## src/rtl/upc_pkg.sv

```systemverilog
// Shared types, constants and helpers for the URL percent codec.
package upc_pkg;

  // Codec modes; any other code acts as decode.
  localparam logic [1:0] MODE_FORM   = 2'd0;
  localparam logic [1:0] MODE_PATH   = 2'd1;
  localparam logic [1:0] MODE_DECODE = 2'd2;

  // Register map (byte addresses).
  localparam int          ADDR_W         = 3;
  localparam logic [ADDR_W-1:0] ADDR_CODEC_MODE = 3'd0;

  localparam int QUEUE_DEPTH = 4;

  localparam logic [7:0] CHAR_PLUS    = 8'h2B;
  localparam logic [7:0] CHAR_PERCENT = 8'h25;
  localparam logic [7:0] CHAR_SPACE   = 8'h20;

  // Work descriptor kinds passed from front to back.
  typedef enum logic {
    KIND_SINGLE = 1'b0,  // one word: data, last, bad as given
    KIND_ESCAPE = 1'b1   // three words: '%', high hex digit, low hex digit
  } job_kind_t;

  typedef struct packed {
    job_kind_t  kind;
    logic [7:0] data;
    logic       last;
    logic       bad;
  } job_t;

  typedef enum logic [1:0] {
    ESC_IDLE = 2'd0,
    ESC_HIGH = 2'd1,
    ESC_LOW  = 2'd2
  } esc_phase_t;

  // Uppercase ASCII hex digit of a nibble.
  function automatic logic [7:0] hex_digit(input logic [3:0] v);
    logic [7:0] w;
    w = {4'd0, v};
    return (v > 4'd9) ? w + 8'd55 : w + 8'd48;
  endfunction

endpackage

```

## src/rtl/upc_front.sv

```systemverilog
// Front end: accept input bytes, track decode escapes, emit work descriptors.
module upc_front (
  input  logic              clk,
  input  logic              rst,
  input  logic [1:0]        mode,
  input  logic              cfg_clear,
  input  logic              in_valid,
  output logic              in_ready,
  input  logic [7:0]        in_byte,
  input  logic              in_last,
  output logic              push,
  output upc_pkg::job_t     job,
  input  logic              queue_full
);

  upc_pkg::esc_phase_t phase, phase_next;
  logic [3:0]          high_nibble, high_nibble_next;
  logic                accept;
  logic                emit;
  logic [4:0]          hex_val;

  function automatic logic passes(input logic [7:0] c, input logic path);
    logic alnum;
    alnum = (c >= 8'h30 && c <= 8'h39) || (c >= 8'h41 && c <= 8'h5A) ||
            (c >= 8'h61 && c <= 8'h7A);
    return alnum || c == 8'h2D || c == 8'h5F || c == 8'h2E || c == 8'h7E ||
           (path && (c == 8'h2F || c == 8'h3A));
  endfunction

  // 0..15, or 16 when the byte is not a hex digit.
  function automatic logic [4:0] hex_value(input logic [7:0] c);
    if (c >= 8'h30 && c <= 8'h39) return 5'(c - 8'h30);
    if (c >= 8'h41 && c <= 8'h46) return 5'(c - 8'h37);
    if (c >= 8'h61 && c <= 8'h66) return 5'(c - 8'h57);
    return 5'd16;
  endfunction

  assign in_ready = !queue_full;
  assign accept   = in_valid && in_ready;
  assign hex_val  = hex_value(in_byte);
  assign push     = accept && emit;

  always_comb begin
    phase_next       = phase;
    high_nibble_next = high_nibble;
    emit             = 1'b1;
    job.kind         = upc_pkg::KIND_SINGLE;
    job.data         = in_byte;
    job.last         = in_last;
    job.bad          = 1'b0;
    if (mode == upc_pkg::MODE_FORM || mode == upc_pkg::MODE_PATH) begin
      if (passes(in_byte, mode == upc_pkg::MODE_PATH)) begin
        job.data = in_byte;
      end else if (in_byte == upc_pkg::CHAR_SPACE) begin
        job.data = upc_pkg::CHAR_PLUS;
      end else begin
        job.kind = upc_pkg::KIND_ESCAPE;
      end
    end else if (phase == upc_pkg::ESC_IDLE) begin
      if (in_byte == upc_pkg::CHAR_PERCENT) begin
        if (in_last) begin
          job.data = 8'd0;
          job.bad  = 1'b1;
        end else begin
          emit       = 1'b0;
          phase_next = upc_pkg::ESC_HIGH;
        end
      end else if (in_byte == upc_pkg::CHAR_PLUS) begin
        job.data = upc_pkg::CHAR_SPACE;
      end
    end else if (hex_val[4]) begin
      // Not a hex digit: drop the escape, flag one error word.
      job.data         = 8'd0;
      job.bad          = 1'b1;
      phase_next       = upc_pkg::ESC_IDLE;
      high_nibble_next = 4'd0;
    end else if (phase == upc_pkg::ESC_HIGH) begin
      if (in_last) begin
        job.data         = 8'd0;
        job.bad          = 1'b1;
        phase_next       = upc_pkg::ESC_IDLE;
        high_nibble_next = 4'd0;
      end else begin
        emit             = 1'b0;
        high_nibble_next = hex_val[3:0];
        phase_next       = upc_pkg::ESC_LOW;
      end
    end else begin
      job.data         = {high_nibble, hex_val[3:0]};
      phase_next       = upc_pkg::ESC_IDLE;
      high_nibble_next = 4'd0;
    end
  end

  always_ff @(posedge clk) begin
    if (rst || cfg_clear) begin
      phase       <= upc_pkg::ESC_IDLE;
      high_nibble <= 4'd0;
    end else if (accept) begin
      phase       <= phase_next;
      high_nibble <= high_nibble_next;
    end
  end

endmodule

```

## src/rtl/upc_queue.sv

```systemverilog
// Small FIFO of work descriptors between front and back.
module upc_queue #(
  parameter int DEPTH = upc_pkg::QUEUE_DEPTH
) (
  input  logic          clk,
  input  logic          rst,
  input  logic          push,
  input  upc_pkg::job_t wdata,
  output logic          full,
  input  logic          pop,
  output upc_pkg::job_t rdata,
  output logic          empty
);

  localparam int PTR_W = (DEPTH > 1) ? $clog2(DEPTH) : 1;
  localparam int CNT_W = $clog2(DEPTH + 1);

  upc_pkg::job_t    slots [DEPTH];
  logic [PTR_W-1:0] wr_ptr, rd_ptr;
  logic [CNT_W-1:0] count;
  logic             do_push, do_pop;

  assign full    = (count == CNT_W'(DEPTH));
  assign empty   = (count == '0);
  assign do_push = push && !full;
  assign do_pop  = pop && !empty;
  assign rdata   = slots[rd_ptr];

  function automatic logic [PTR_W-1:0] wrap_inc(input logic [PTR_W-1:0] p);
    return (p == PTR_W'(DEPTH - 1)) ? '0 : p + PTR_W'(1);
  endfunction

  always_ff @(posedge clk) begin
    if (do_push) begin
      slots[wr_ptr] <= wdata;
    end
  end

  always_ff @(posedge clk) begin
    if (rst) begin
      wr_ptr <= '0;
      rd_ptr <= '0;
      count  <= '0;
    end else begin
      if (do_push) wr_ptr <= wrap_inc(wr_ptr);
      if (do_pop)  rd_ptr <= wrap_inc(rd_ptr);
      if (do_push && !do_pop) begin
        count <= count + CNT_W'(1);
      end else if (do_pop && !do_push) begin
        count <= count - CNT_W'(1);
      end
    end
  end

endmodule

```

## src/rtl/upc_back.sv

```systemverilog
// Back end: expand jobs into output words, one word per ready cycle.
module upc_back (
  input  logic          clk,
  input  logic          rst,
  input  logic          q_empty,
  input  upc_pkg::job_t q_data,
  output logic          q_pop,
  output logic          out_valid,
  input  logic          out_ready,
  output logic [7:0]    out_byte,
  output logic          out_last,
  output logic          out_bad
);

  upc_pkg::job_t cur;
  logic          cur_valid;
  logic [1:0]    beat;
  logic          last_beat;
  logic          done;

  assign last_beat = (cur.kind == upc_pkg::KIND_SINGLE) || (beat == 2'd2);
  assign done      = out_ready && last_beat;
  assign q_pop     = !q_empty && (!cur_valid || done);
  assign out_valid = cur_valid;

  always_comb begin
    out_byte = cur.data;
    out_last = cur.last;
    out_bad  = cur.bad;
    if (cur.kind == upc_pkg::KIND_ESCAPE) begin
      out_bad  = 1'b0;
      out_last = cur.last && (beat == 2'd2);
      case (beat)
        2'd0:    out_byte = upc_pkg::CHAR_PERCENT;
        2'd1:    out_byte = upc_pkg::hex_digit(cur.data[7:4]);
        default: out_byte = upc_pkg::hex_digit(cur.data[3:0]);
      endcase
    end
  end

  always_ff @(posedge clk) begin
    if (q_pop) begin
      cur <= q_data;
    end
  end

  always_ff @(posedge clk) begin
    if (rst) begin
      cur_valid <= 1'b0;
      beat      <= 2'd0;
    end else if (q_pop) begin
      cur_valid <= 1'b1;
      beat      <= 2'd0;
    end else if (cur_valid && out_ready) begin
      if (last_beat) begin
        cur_valid <= 1'b0;
        beat      <= 2'd0;
      end else begin
        beat <= beat + 2'd1;
      end
    end
  end

endmodule

```

## src/rtl/url_percent_codec.sv

```systemverilog
// Top level of the URL percent codec: register port, front, queue and back.
//
// Use: bytes of a string enter on the s_ stream (tdata = byte, tlast marks
// the final byte). Converted words leave on the m_ stream (tdata = byte,
// tlast = final word of the string, tuser = bad escape flag). The codec_mode
// register at byte address 0 selects form encode, path encode or decode;
// write it only while the block is idle, which also drops any pending escape.
//
// An accepted byte is written into the descriptor queue and then loaded into
// the back end's descriptor register when it is free, which raises m_tvalid.
// Throughput: the back end sends one word per cycle while m_tready is high;
// a passed or decoded byte gives one word, an escaped byte three (the '%' and
// two hex digits). Decoding an escape takes three input bytes for one word.
// Bytes that open an escape only update the front end and send nothing.
//
// The front accepts while the descriptor queue has room, so it keeps taking
// bytes while an output word waits; a stalled receiver holds the current
// word steady and backs up the queue until s_tready drops.
// Reset clears the mode to form encode, the escape state, queue and output.
module url_percent_codec #(
  parameter int QUEUE_DEPTH = upc_pkg::QUEUE_DEPTH
) (
  input  logic                       clk,
  input  logic                       rst,
  // APB configuration port
  input  logic                       psel,
  input  logic                       penable,
  input  logic                       pwrite,
  input  logic [upc_pkg::ADDR_W-1:0] paddr,
  input  logic [31:0]                pwdata,
  output logic [31:0]                prdata,
  output logic                       pready,
  // input stream
  input  logic                       s_tvalid,
  output logic                       s_tready,
  input  logic [7:0]                 s_tdata,   // [7:0] in_byte
  input  logic                       s_tlast,   // in_last
  // output stream
  output logic                       m_tvalid,
  input  logic                       m_tready,
  output logic [7:0]                 m_tdata,   // [7:0] out_byte
  output logic                       m_tlast,   // out_last
  output logic                       m_tuser    // [0] bad_escape
);

  logic [1:0]    codec_mode;
  logic          mode_write;
  logic          push, pop, q_full, q_empty;
  upc_pkg::job_t push_job, pop_job;

  // Register port: always ready, one register; word address is paddr[2].
  assign pready     = 1'b1;
  assign mode_write = psel && penable && pwrite && pready &&
                      (paddr[upc_pkg::ADDR_W-1:2] == upc_pkg::ADDR_CODEC_MODE[upc_pkg::ADDR_W-1:2]);
  assign prdata     = (paddr[upc_pkg::ADDR_W-1:2] ==
                       upc_pkg::ADDR_CODEC_MODE[upc_pkg::ADDR_W-1:2]) ?
                      {30'd0, codec_mode} : 32'd0;

  always_ff @(posedge clk) begin
    if (rst) begin
      codec_mode <= upc_pkg::MODE_FORM;
    end else if (mode_write) begin
      codec_mode <= pwdata[1:0];
    end
  end

  // Classify bytes and track the decode escape.
  upc_front u_front (
    .clk        (clk),
    .rst        (rst),
    .mode       (codec_mode),
    .cfg_clear  (mode_write),
    .in_valid   (s_tvalid),
    .in_ready   (s_tready),
    .in_byte    (s_tdata),
    .in_last    (s_tlast),
    .push       (push),
    .job        (push_job),
    .queue_full (q_full)
  );

  // Decouple front from back so each side stalls on its own.
  upc_queue #(
    .DEPTH (QUEUE_DEPTH)
  ) u_queue (
    .clk   (clk),
    .rst   (rst),
    .push  (push),
    .wdata (push_job),
    .full  (q_full),
    .pop   (pop),
    .rdata (pop_job),
    .empty (q_empty)
  );

  // Expand each descriptor into one or three output words.
  upc_back u_back (
    .clk       (clk),
    .rst       (rst),
    .q_empty   (q_empty),
    .q_data    (pop_job),
    .q_pop     (pop),
    .out_valid (m_tvalid),
    .out_ready (m_tready),
    .out_byte  (m_tdata),
    .out_last  (m_tlast),
    .out_bad   (m_tuser)
  );

endmodule

```

## config.mk

```make
export PLATFORM = sky130hd
export DESIGN_NAME = url_percent_codec
export DESIGN_NICKNAME = d
export VERILOG_FILES = /design/src/rtl/upc_pkg.sv /design/src/rtl/upc_front.sv /design/src/rtl/upc_queue.sv /design/src/rtl/upc_back.sv /design/src/rtl/url_percent_codec.sv
export SDC_FILE = /design/constraint.sdc
export NUM_CORES = 1
export LEC_CHECK = 0
export BUFFER_PORTS_ARGS = -buffer_cell sky130_fd_sc_hd__clkbuf_2
export CORE_MARGIN = 3
export CORE_UTILIZATION = 35
export DETAILED_ROUTE_END_ITERATION = 8
export PLACE_DENSITY = 0.63
export RECOVER_POWER = 100
export SLEW_MARGIN = 25
export SYNTH_ARGS = -nofsm -noshare
export SYNTH_HDL_FRONTEND = slang
export SYNTH_SLANG_ARGS = --single-unit
```

## constraint.sdc

```tcl
create_clock -name clk -period 2.48 [get_ports clk]
set_input_delay 0.248 -clock clk [delete_from_list [all_inputs] [get_ports clk]]
set_output_delay 0.248 -clock clk [all_outputs]
set_load 0.005 [all_outputs]
```

# Word level (Yosys, flattened, before mapping)
# Memories as Yosys holds them, arrays and structs flattened. A register that Yosys moved wholly into a read port is not among the register bits.
# Cells that the tools add are included.
# W data, S select, Z words.
[word_totals]
regBits = 18
latchBits = 0
mem_bits_rw = 44
romBits = 0
inputBits = 51
output_inout_bits = 45
wordCells = 161
n_memories = 1
[mem_list]
columns = ["name", "depth", "width", "read_ports", "rd_ports_with_merged_regs", "wr", "line", "text"]
rows = [
  ["u_queue.slots", 4, 11, 1, 1, 1, "upc_queue.sv:18", "upc_pkg::job_t slots [DEPTH];"],
]
[op_classes]
add_sub_neg = 12
mul = 0
div_mod_pow = 0
magnitude_cmp = 10
n_eq_ne = 18
shift = 0
muxes = 61
n_bitwise = 4
reduce_logical = 47
[op_table]
columns = ["operator", "n"]
rows = [
  ["$mux W8", 12],
  ["$eq A8 B6 Y1 const B", 7],
  ["$le A8 B7 Y1 const B", 4],
  ["$mux W5", 6],
  ["$add A4 B6 Y7 const B", 4],
  ["$mux W1", 27],
  ["$mux W2", 10],
  ["$logic_and A1 B1 Y1", 19],
  ["$eq A8 B7 Y1 const B", 2],
  ["$ge A8 B7 Y1 const B", 2],
  ["$pmux W8 S2", 1],
  ["$sub A5 B5 Y5 const B", 3],
  ["$logic_or A1 B1 Y1", 12],
  ["$mux W4", 3],
  ["$ge A8 B6 Y1 const B", 1],
  ["$gt A4 B4 Y1 const B", 2],
  ["$le A8 B6 Y1 const B", 1],
  ["$add A2 B1 Y2 const B", 3],
  ["$eq A2 B1 Y1 const B", 3],
  ["$eq A2 B2 Y1 const B", 3],
  ["$logic_not A2 Y1", 3],
  ["$mux W3", 2],
  ["$reduce_bool A2 Y1", 3],
  ["$logic_not A1 Y1", 5],
  ["other kinds (10)", 14],
]

# Longest topological paths before layout
# Gate-level depths: netlist of the first run.
[depth]
word_depth = 18
depth_mapped = 13
depth_no_buf = 12

# By module
# A second synthesis of the first run with hierarchy kept.
[unflattened]
cells_unflattened = 393
area_unflattened_um2 = 4365.4
[by_module_without_submodules]
columns = ["module", "n_inst", "cells_per_inst", "area_each_um2", "seq_area_each_um2"]
rows = [
  ["upc_queue", 1, 107, 2073.2, 1501.4],
  ["upc_front", 1, 152, 1037.2, 120.1],
  ["upc_back", 1, 89, 890.9, 390.4],
  ["url_percent_codec", 1, 45, 364.1, 40.0],
]

# Worst setup path after synthesis of the first run
# OpenSTA, ideal clock, no wires.
[synth_path]
path_type = "register -> register"
from = "reg u_back.beat[0]"
to = "reg u_queue.count[2]"
setup_time_ns = 0.071
arrival_ns = 2.597
t_required_ns = 2.409
path_slack_ns = -0.188
path_stages_with_launch = 13
n_path_buf = 0
period_less_slack_ns = 2.668
cell_sequence = "dfxtp_1 -> inv_1 -> ha_1 -> nand2b_1 -> nand2_1 -> a21oi_1 -> inv_1 -> ha_1 -> inv_1 -> fa_1 -> xor2_1 -> or3_1 -> a21oi_1"
[synth_between]
elab_chain_len = 9
word_cells_on_any_way = 11
classes_between = "1 x eq/ne; 1 x mux; 9 x reduce/logical"
[synth_lines]
columns = ["item", "line", "text"]
rows = [
  ["start: declaration", "upc_back.sv:17", "logic [1:0] beat;"],
  ["start signal: assignment", "upc_back.sv:59", "beat <= beat + 2'd1;"],
  ["$eq A2 B2 Y1 *", "upc_back.sv:21", "assign last_beat = (cur.kind == upc_pkg::KIND_SINGLE) || (beat == 2'd2);"],
  ["$logic_or A1 B1 Y1 *", "upc_back.sv:21", ""],
  ["$logic_and A1 B1 Y1 *", "upc_back.sv:22", "assign done = out_ready && last_beat;"],
  ["$logic_or A1 B1 Y1 *", "upc_back.sv:23", "assign q_pop = !q_empty && (!cur_valid || done);"],
  ["$logic_and A1 B1 Y1 *", "upc_back.sv:23", ""],
  ["via pop", "url_percent_codec.sv:48", "logic push, pop, q_full, q_empty;"],
  ["$logic_and A1 B1 Y1 *", "upc_queue.sv:26", "assign do_pop = pop && !empty;"],
  ["$logic_not A1 Y1", "upc_queue.sv:47", "if (do_push && !do_pop) begin"],
  ["$logic_and A1 B1 Y1", "upc_queue.sv:47", ""],
  ["$mux W3 / $reduce_bool A2 Y1 (equally long branches)", "-", ""],
  ["end signal: assignment", "upc_queue.sv:48", "count <= count + CNT_W'(1);"],
  ["end signal: assignment", "upc_queue.sv:50", "count <= count - CNT_W'(1);"],
  ["end: declaration", "upc_queue.sv:20", "logic [CNT_W-1:0] count;"],
]
# The timed path passes the listed nets; every way through them passes the cells marked *.
# A chain may end at the register's enable or synchronous reset.

# Final worst setup path of the first run
[layout_path]
from = "in s_tdata[0]"
to = "reg u_queue.count[2]"
[layout_between]
elab_chain_len = 16
word_cells_on_any_way = 36
classes_between = "3 x add/sub; 6 x order compare; 1 x eq/ne; 17 x mux; 9 x reduce/logical"
[layout_lines]
columns = ["item", "line", "text"]
rows = [
  ["start: declaration", "url_percent_codec.sv:36", "input logic [7:0] s_tdata,"],
  ["$ge A8 B7 Y1 / $le A8 B7 Y1 (equally long branches)", "upc_front.sv:34", "if (c >= 8'h61 && c <= 8'h66) return 5'(c - 8'h57);"],
  ["$logic_and A1 B1 Y1", "upc_front.sv:34", ""],
  ["$mux W1 (2 in a row)", "upc_front.sv:34", ""],
  ["$mux W1", "upc_front.sv:33", "if (c >= 8'h41 && c <= 8'h46) return 5'(c - 8'h37);"],
  ["$mux W5", "upc_front.sv:35", "return 5'd16;"],
  ["$mux W5", "upc_front.sv:34", ""],
  ["$mux W5", "upc_front.sv:33", ""],
  ["$mux W1", "upc_front.sv:71", "end else if (hex_val[4]) begin"],
  ["$mux W1 *", "upc_front.sv:59", "end else if (phase == upc_pkg::ESC_IDLE) begin"],
  ["$mux W1 *", "upc_front.sv:51", "if (mode == upc_pkg::MODE_FORM || mode == upc_pkg::MODE_PATH) begin"],
  ["$logic_and A1 B1 Y1 *", "upc_front.sv:41", "assign push = accept && emit;"],
  ["$logic_and A1 B1 Y1 *", "upc_queue.sv:25", "assign do_push = push && !full;"],
  ["via u_queue.do_push", "upc_queue.sv:21", "logic do_push, do_pop;"],
  ["$logic_not A1 Y1", "upc_queue.sv:49", "end else if (do_pop && !do_push) begin"],
  ["$logic_and A1 B1 Y1", "upc_queue.sv:49", ""],
  ["$reduce_bool A2 Y1 (no source line)", "-", ""],
]
# The timed path passes the listed nets; every way through them passes the cells marked *. The select of a mux whose other input is x is not followed.

==> results of run 1 <==
## cells in the mapped netlist (3+ instances only)
| library cell | n | area share, % |
|---|---|---|
| buf_4 | 31 | 5.7 |
| a21oi_1 | 19 | 2.3 |
| and2_1 | 5 | 0.77 |
| and3_1 | 3 | 0.46 |
| o21ai_0 | 11 | 1.4 |
| a31oi_1 | 5 | 0.77 |
| ha_1 | 17 | 5.2 |
| nor2_1 | 24 | 2.2 |
| inv_1 | 18 | 1.7 |
| edfxtp_1 | 55 | 41 |
| mux4_2 | 11 | 6.1 |
| a22o_1 | 6 | 1.3 |
| mux2i_1 | 11 | 2.7 |
| nand3_1 | 9 | 1.1 |
| nand2_1 | 18 | 1.7 |
| dfxtp_1 | 18 | 8.9 |
| or3_1 | 5 | 0.77 |
| buf_6 | 3 | 0.83 |
| nand2b_1 | 7 | 1.1 |
| nor3_1 | 5 | 0.62 |
| nor2b_1 | 4 | 0.62 |
## report_power, final
group	total (mW)	internal [mW]	switching (mW)
logic	1.32	0.619	0.696
registers	1.75	1.60	0.148
clock network	1.39	0.892	0.496
total	4.45	3.11	1.34
## routing by layer
metal	vias to the layer above	part of all wire, %	track usage [%]
met5	-	0	0
met1	1288	45	16.1
met4	0	1.7	3.69
li1	1335	-	-
met3	16	6.2	3.55
met2	99	47	22.0
## flip-flops by register name (all words and copies together), names as in the netlist
signal               count
u_back.out_valid         1
u_front.high_nibble      4
codec_mode               2
u_front.phase            2
u_back.beat              2
u_queue.count            3
u_queue.rd_ptr           2
u_back.cur              11
u_queue.wr_ptr           2
u_queue.slots           44
## tightest hold or removal path, delay by kind of cell
family | cells | cell delay (ns)
muxes | 1 | 0.05
buffers and inverters | 1 | 0.08
and+or+nand+nor | 1 | 0.07
## logic make-up (layout without fill, tap and decap cells)
| family | count (synthesis) | in the layout |
|---|---|---|
| compound gates | 68 | 68 |
| xor+xnor | 3 | 3 |
| fa+ha+maj | 18 | 18 |
| buf+inv | 57 | 94 |
| flops | 73 | 73 |
| mux | 23 | 23 |
| other cells | 2 | 31 |
| simple gates | 98 | 98 |
## final cells by class
type                    instances  area, um^2
multi-input cells             241        1800
inverters                      18        67.6
clock inverters                 7         103
repair buffers                 60         334
well taps                     140         175
flip-flops and latches         73        2010
clock buffers                   9         225
fillers                      1046        6360
## stage by stage
stage               setup TNS [ns]  hold slack (ns)  setup WS, ns  cell area (um^2)  std cells
finish                           0            0.159         0.101              4720        548
global route                     0            0.184       0.00809              4720        548
CTS                              0            0.154         0.125              4800        548
detailed placement          -0.116            0.449       -0.0965              4470        532
global placement           -0.0564            0.443       -0.0564              4470        532
floorplan                        0            0.347        0.0114              4200        371
## worst max-delay path by stage
stage	from	cells past startpoint	slack, ns	endpoint
floorplan	s_tdata[3]	11	0.01	u_queue.count[2]
global placement	s_tdata[1]	13	-0.06	u_queue.count[2]
detailed placement	s_tdata[0]	12	-0.1	u_queue.count[2]
CTS	u_back.cur[6]	8	0.12	m_tdata[1]
global route	u_back.cur[2]	8	0.008	m_tdata[3]
finish	s_tdata[0]	14	0.10	u_queue.count[2]
## repair_timing
item / in CTS / in global routing
endpoints found under the setup margin: 1 / 1
gates resized for setup: 1 / 2
buffers inserted: 0 / 0
==> flow_metrics.env, run 1 <==
export IMPL_status="finished, final reports clean"
export IMPL_reg2reg_from="u_back.beat[0]"
export IMPL_synthAdderAreaFrac_pct=5.74
export IMPL_cts_buffers=9
export IMPL_relSlewSlack_pct=28.9
export IMPL_synth_cells=342
export IMPL_hold_end="codec_mode[1]"
export IMPL_cp_required_ns=2.74
export IMPL_antenna_cells=0
export IMPL_wl_per_cell_um=14.5
export IMPL_synthArstFlopShare_pct=0
export IMPL_min_period_over_period_pct=95.9
export IMPL_rsz0062_at_grt="no"
export IMPL_hold_path_class="input port to flop"
export IMPL_synth_seq_cells=73
export IMPL_finalMaxSlewViolations=0
export IMPL_synthFlopType="edfxtp_1"
export IMPL_r2r_end="u_queue.count[2]"
export IMPL_synthSimpleGateAreaFrac_pct=13.3
export IMPL_synth_compound_area_share_pct=12.4
export IMPL_dieArea_um2=12900
export IMPL_synth_mux_area_fraction_pct=9.20
export IMPL_pin_count=96
export IMPL_die_w_um=114
export IMPL_start_util_pct=36.6
export IMPL_grt_pass1_wl_um=13200
export IMPL_seq_area_frac_synth_pct=49.6
export IMPL_nets=472
export IMPL_skew_ns=0.00657
export IMPL_peakVddDrop_v=0.000475
export IMPL_crit_path_start_kind="input port"
export IMPL_globalplace_congestion=0.916
export IMPL_setup_viol=0
export IMPL_final_cell_mix="55 x edfxtp_1, 31 x conb_1, 26 x clkbuf_2"
export IMPL_power_density_nw_per_um2=943
export IMPL_dp_hpwl_um=5990
export IMPL_portBuffers=32
export IMPL_clkTransAtPathRegs_ns=0.06
export IMPL_cp_top_family="compound AO/OA/AOI/OAI gates"
export IMPL_path_class="input port to flop"
export IMPL_htreeDepth=3
export IMPL_min_from="pwdata[1]"
export IMPL_drc_errors=0
export IMPL_p_leak_nw=1.82
export IMPL_synth_edff_count=55
export IMPL_endpoint_kind="flop"
export IMPL_crit_buf_inv=5
export IMPL_cts_buffer_depth=2
export IMPL_max_clock_freq_ghz=0.420
export IMPL_antenna_found_initial=0
export IMPL_coreArea_um2=11100
export IMPL_hold_viol_final=0
export IMPL_cpMostUsedCell="ha_4"
export IMPL_critical_path_arrival_ns=2.64
export IMPL_p_total_mw=4.45
export IMPL_areaGrowthSynthToFinish_pct=16.5
export IMPL_clock_root_buffer="clkbuf_16"
export IMPL_slowest_delay_ns=0.33
export IMPL_cts_tree="done"
export IMPL_syn_area_per_cell_um2=11.9
export IMPL_reg2regPathDepth=12
export IMPL_die_h_um=114
export IMPL_routed_via_count=2738
export IMPL_cpMaxStageDelayCell="fa_2"
export IMPL_drt_wl_total_um=7970
export IMPL_post_route_util_pct=42.6
export IMPL_synth_area_um2=4050
export IMPL_ant_nets=0
export IMPL_hold_buffers=0
export IMPL_drtIter0Drc=115
export IMPL_final_common_cell="edfxtp_1"
export IMPL_synth_top_family_by_area="simple AND/OR/NAND/NOR gates"
export IMPL_max_slew_worst_pin_slew_ns=1.07
export IMPL_gr_total_overflow=0
export IMPL_worst_path_max_fanout=4
export IMPL_r2r_slack_ns=0.21
export IMPL_post_drt_via_cell_ratio=5.00
export IMPL_dr_pass1_iters=5
export IMPL_path_cells="clkbuf_2 > buf_4 > inv_2 > ha_4 > clkbuf_1 > a221oi_4 > o211ai_1 > o21a_4 > ha_4 > inv_1 > fa_2 > xor2_1 > or3_1 > a21oi_1"
export IMPL_period_needed_ns=2.38
export IMPL_synth_distinct_cells=67
export IMPL_layout_drive_gt1_share_pct=23.0
export IMPL_maxCapViolCount=0
export IMPL_first_global_vias=2679
export IMPL_track_usage_pct=12.9
export IMPL_clock_latency_ns=0.33
export IMPL_holdPathStages=3
export IMPL_grt_max_degree=16
export IMPL_synthXorXnorAreaFrac_pct=0.648
export IMPL_cts_sinks=73
export IMPL_yosysWarnings=0
export IMPL_rows=38
(Power assumes the default switching activity.)
==> run 2: changes to the inputs <==
BUFFER_PORTS_ARGS = -buffer_cell sky130_fd_sc_hd__buf_2   (was -buffer_cell sky130_fd_sc_hd__clkbuf_2)
CORE_MARGIN = 5   (was 3)
==> flow_metrics.env, run 2 (synthesis gave the netlist of run 1 again) <==
export IMPL_nets=475
export IMPL_cts_buffer_depth=2
export IMPL_htreeDepth=3
export IMPL_post_route_util_pct=41.6
export IMPL_layout_drive_gt1_share_pct=23.1
export IMPL_status="finished, final reports clean"
export IMPL_hold_path_class="input port to flop"
export IMPL_hold_buffers=0
export IMPL_grt_pass1_wl_um=13200
export IMPL_cts_setup_buffers=0
export IMPL_power_density_nw_per_um2=918
export IMPL_crit_buf_inv=2
export IMPL_die_h_um=118
export IMPL_cts_sinks=73
export IMPL_skew_ns=0.00505
export IMPL_track_usage_pct=11.6
export IMPL_cts_tree="done"
export IMPL_endpoint_kind="output pin"
export IMPL_r2r_slack_ns=0.23
export IMPL_placed_area_um2=4490
export IMPL_portBuffers=32
export IMPL_globalplace_congestion=0.876
export IMPL_antenna_found_initial=0
export IMPL_grt_max_degree=16
export IMPL_max_clock_freq_ghz=0.433
export IMPL_relSlewSlack_pct=29.6
export IMPL_endpoint="m_tdata[3]"
export IMPL_final_common_cell="edfxtp_1"
export IMPL_rows=39
export IMPL_p_leak_nw=1.81
export IMPL_regArea_um2=2010
export IMPL_first_global_vias=2681
export IMPL_hold_viol_final=0
export IMPL_min_period_over_period_pct=93.0
export IMPL_reg2reg_from="u_queue.count[0]"
export IMPL_die_w_um=118
export IMPL_dp_hpwl_um=5970
export IMPL_cp_startpoint="u_back.cur[2]"
export IMPL_critical_path_arrival_ns=2.06
export IMPL_dieArea_um2=13800
export IMPL_setup_viol=0
export IMPL_drt_wl_total_um=8010
export IMPL_clock_root_buffer="clkbuf_16"
export IMPL_routed_via_count=2723
export IMPL_rsz0062_at_grt="no"
export IMPL_cts_buffers=9
export IMPL_cp_depth=8
export IMPL_antenna_cells=0
export IMPL_cp_top_family="simple AND/OR/NAND/NOR gates"
export IMPL_drtIter0Drc=155
export IMPL_multi_input_comb_area_um2=1810
export IMPL_post_drt_via_cell_ratio=4.92
export IMPL_areaGrowthSynthToFinish_pct=16.7
export IMPL_final_cell_mix="55 x edfxtp_1, 31 x conb_1, 24 x nor2_1"
export IMPL_path_class="flop to output pin"
export IMPL_maxCapViolCount=0
export IMPL_peakVddDrop_v=0.000436
export IMPL_finalMaxSlewViolations=0
export IMPL_dp_worst_setup_slack_ns=-0.103
export IMPL_top_register="u_queue.slots"
export IMPL_dr_pass1_iters=4
export IMPL_drc_errors=0
export IMPL_clock_latency_ns=0.32
export IMPL_worst_path_max_fanout=3
export IMPL_crit_path_start_kind="flop"
export IMPL_start_util_pct=35.7
export IMPL_slowest_delay_ns=0.42
export IMPL_ant_nets=0
export IMPL_largest_register_ffs=44
export IMPL_final_cell_area_um2=4730
export IMPL_clkTransAtPathRegs_ns=0.06
export IMPL_cpMaxStageDelayCell="or3_4"
export IMPL_reg2regPathDepth=10
export IMPL_timing_hold_ws_ns=0.160
export IMPL_path_cells="inv_1 > ha_1 > nor2_1 > o21ai_1 > or3_4 > o22ai_2 > a22o_1 > buf_2"
export IMPL_cp_required_ns=2.23
export IMPL_gr_total_overflow=0
export IMPL_wl_per_cell_um=14.5
export IMPL_period_needed_ns=2.31
export IMPL_coreArea_um2=11400
export IMPL_fillers=1059
export IMPL_worst_slack_ns=0.173
export IMPL_pin_count=96
export IMPL_r2r_end="u_queue.count[2]"
export IMPL_top_regs="u_queue.slots: 44 flops, u_back.cur: 11 flops, u_front.high_nibble: 4 flops"
export IMPL_max_slew_worst_pin_slew_ns=1.06
-- run 2: cell types whose count changed in the layout (fill, tap and decap cells not counted), moves of 2 or more --
cell       before  now
buf_2           0   23
clkbuf_2       26    5
buf_4          18   16
bufinv_16       2    0
clkbuf_1       15   17
clkbuf_16       9   11
clkbuf_4        0    2
o21ai_1         1    3
-- run 2: worst min path at each step --
stage / startpoint / to / slack, ns / cells after the start
3_5_place_dp: u_front.high_nibble[2] / u_front.high_nibble[2] / 0.45 / 2
5_1_grt: pwdata[0] / codec_mode[0] / 0.18 / 3
6_report: pwdata[1] / codec_mode[1] / 0.16 / 3
4_1_cts: pwdata[1] / codec_mode[1] / 0.15 / 3
3_3_place_gp: u_front.high_nibble[2] / u_front.high_nibble[2] / 0.44 / 2
2_1_floorplan: s_tlast / u_queue.slots[0][1] / 0.35 / 0
-- run 2: tightest hold or removal path, cell delays in order --
cell	delay, ns
buf_2	0.07
mux2i_1	0.05
nor2_1	0.07
-- run 2: per-layer routing --
layer  global-route usage [%]  wire [um]  vias to the layer above
met3                     3.51        548                        8
met2                     20.1       3940                       94
met5                        0          0                        -
met1                     13.6       3400                     1281
li1                         -          -                     1340
met4                     3.94        115                        0
-- run 2: timing repair --
item                                    in CTS  in global routing
endpoints found under the hold margin        0                  0
endpoints found under the setup margin       0                  3
resized for setup                            0                  6
-- run 2: area by class of cell --
| class | count | share of cell area [%] |
|---|---|---|
| clock inverters | 4 | 0.608 |
| inverters | 18 | 1.43 |
| well taps | 143 | 3.78 |
| flip-flops and latches | 73 | 42.5 |
| repair buffers | 63 | 7.51 |
| clock buffers | 12 | 5.90 |
| multi-input cells | 241 | 38.2 |
-- run 2: power by group --
part	internal [mW]	total (mW)	switching, mW
Sequential	1.60	1.76	0.156
Combinational	0.622	1.31	0.691
Clock	0.803	1.27	0.470
-- run 2: stage by stage --
stage | TNS (ns) | std cells | power [mW]
3_3_place_gp | -0.0752 | 538 | 3.09
4_1_cts | 0 | 554 | 4.42
6_report | 0 | 554 | 4.34
3_5_place_dp | -0.128 | 538 | 3.14
2_1_floorplan | 0 | 371 | 2.72
5_1_grt | 0 | 554 | 4.63
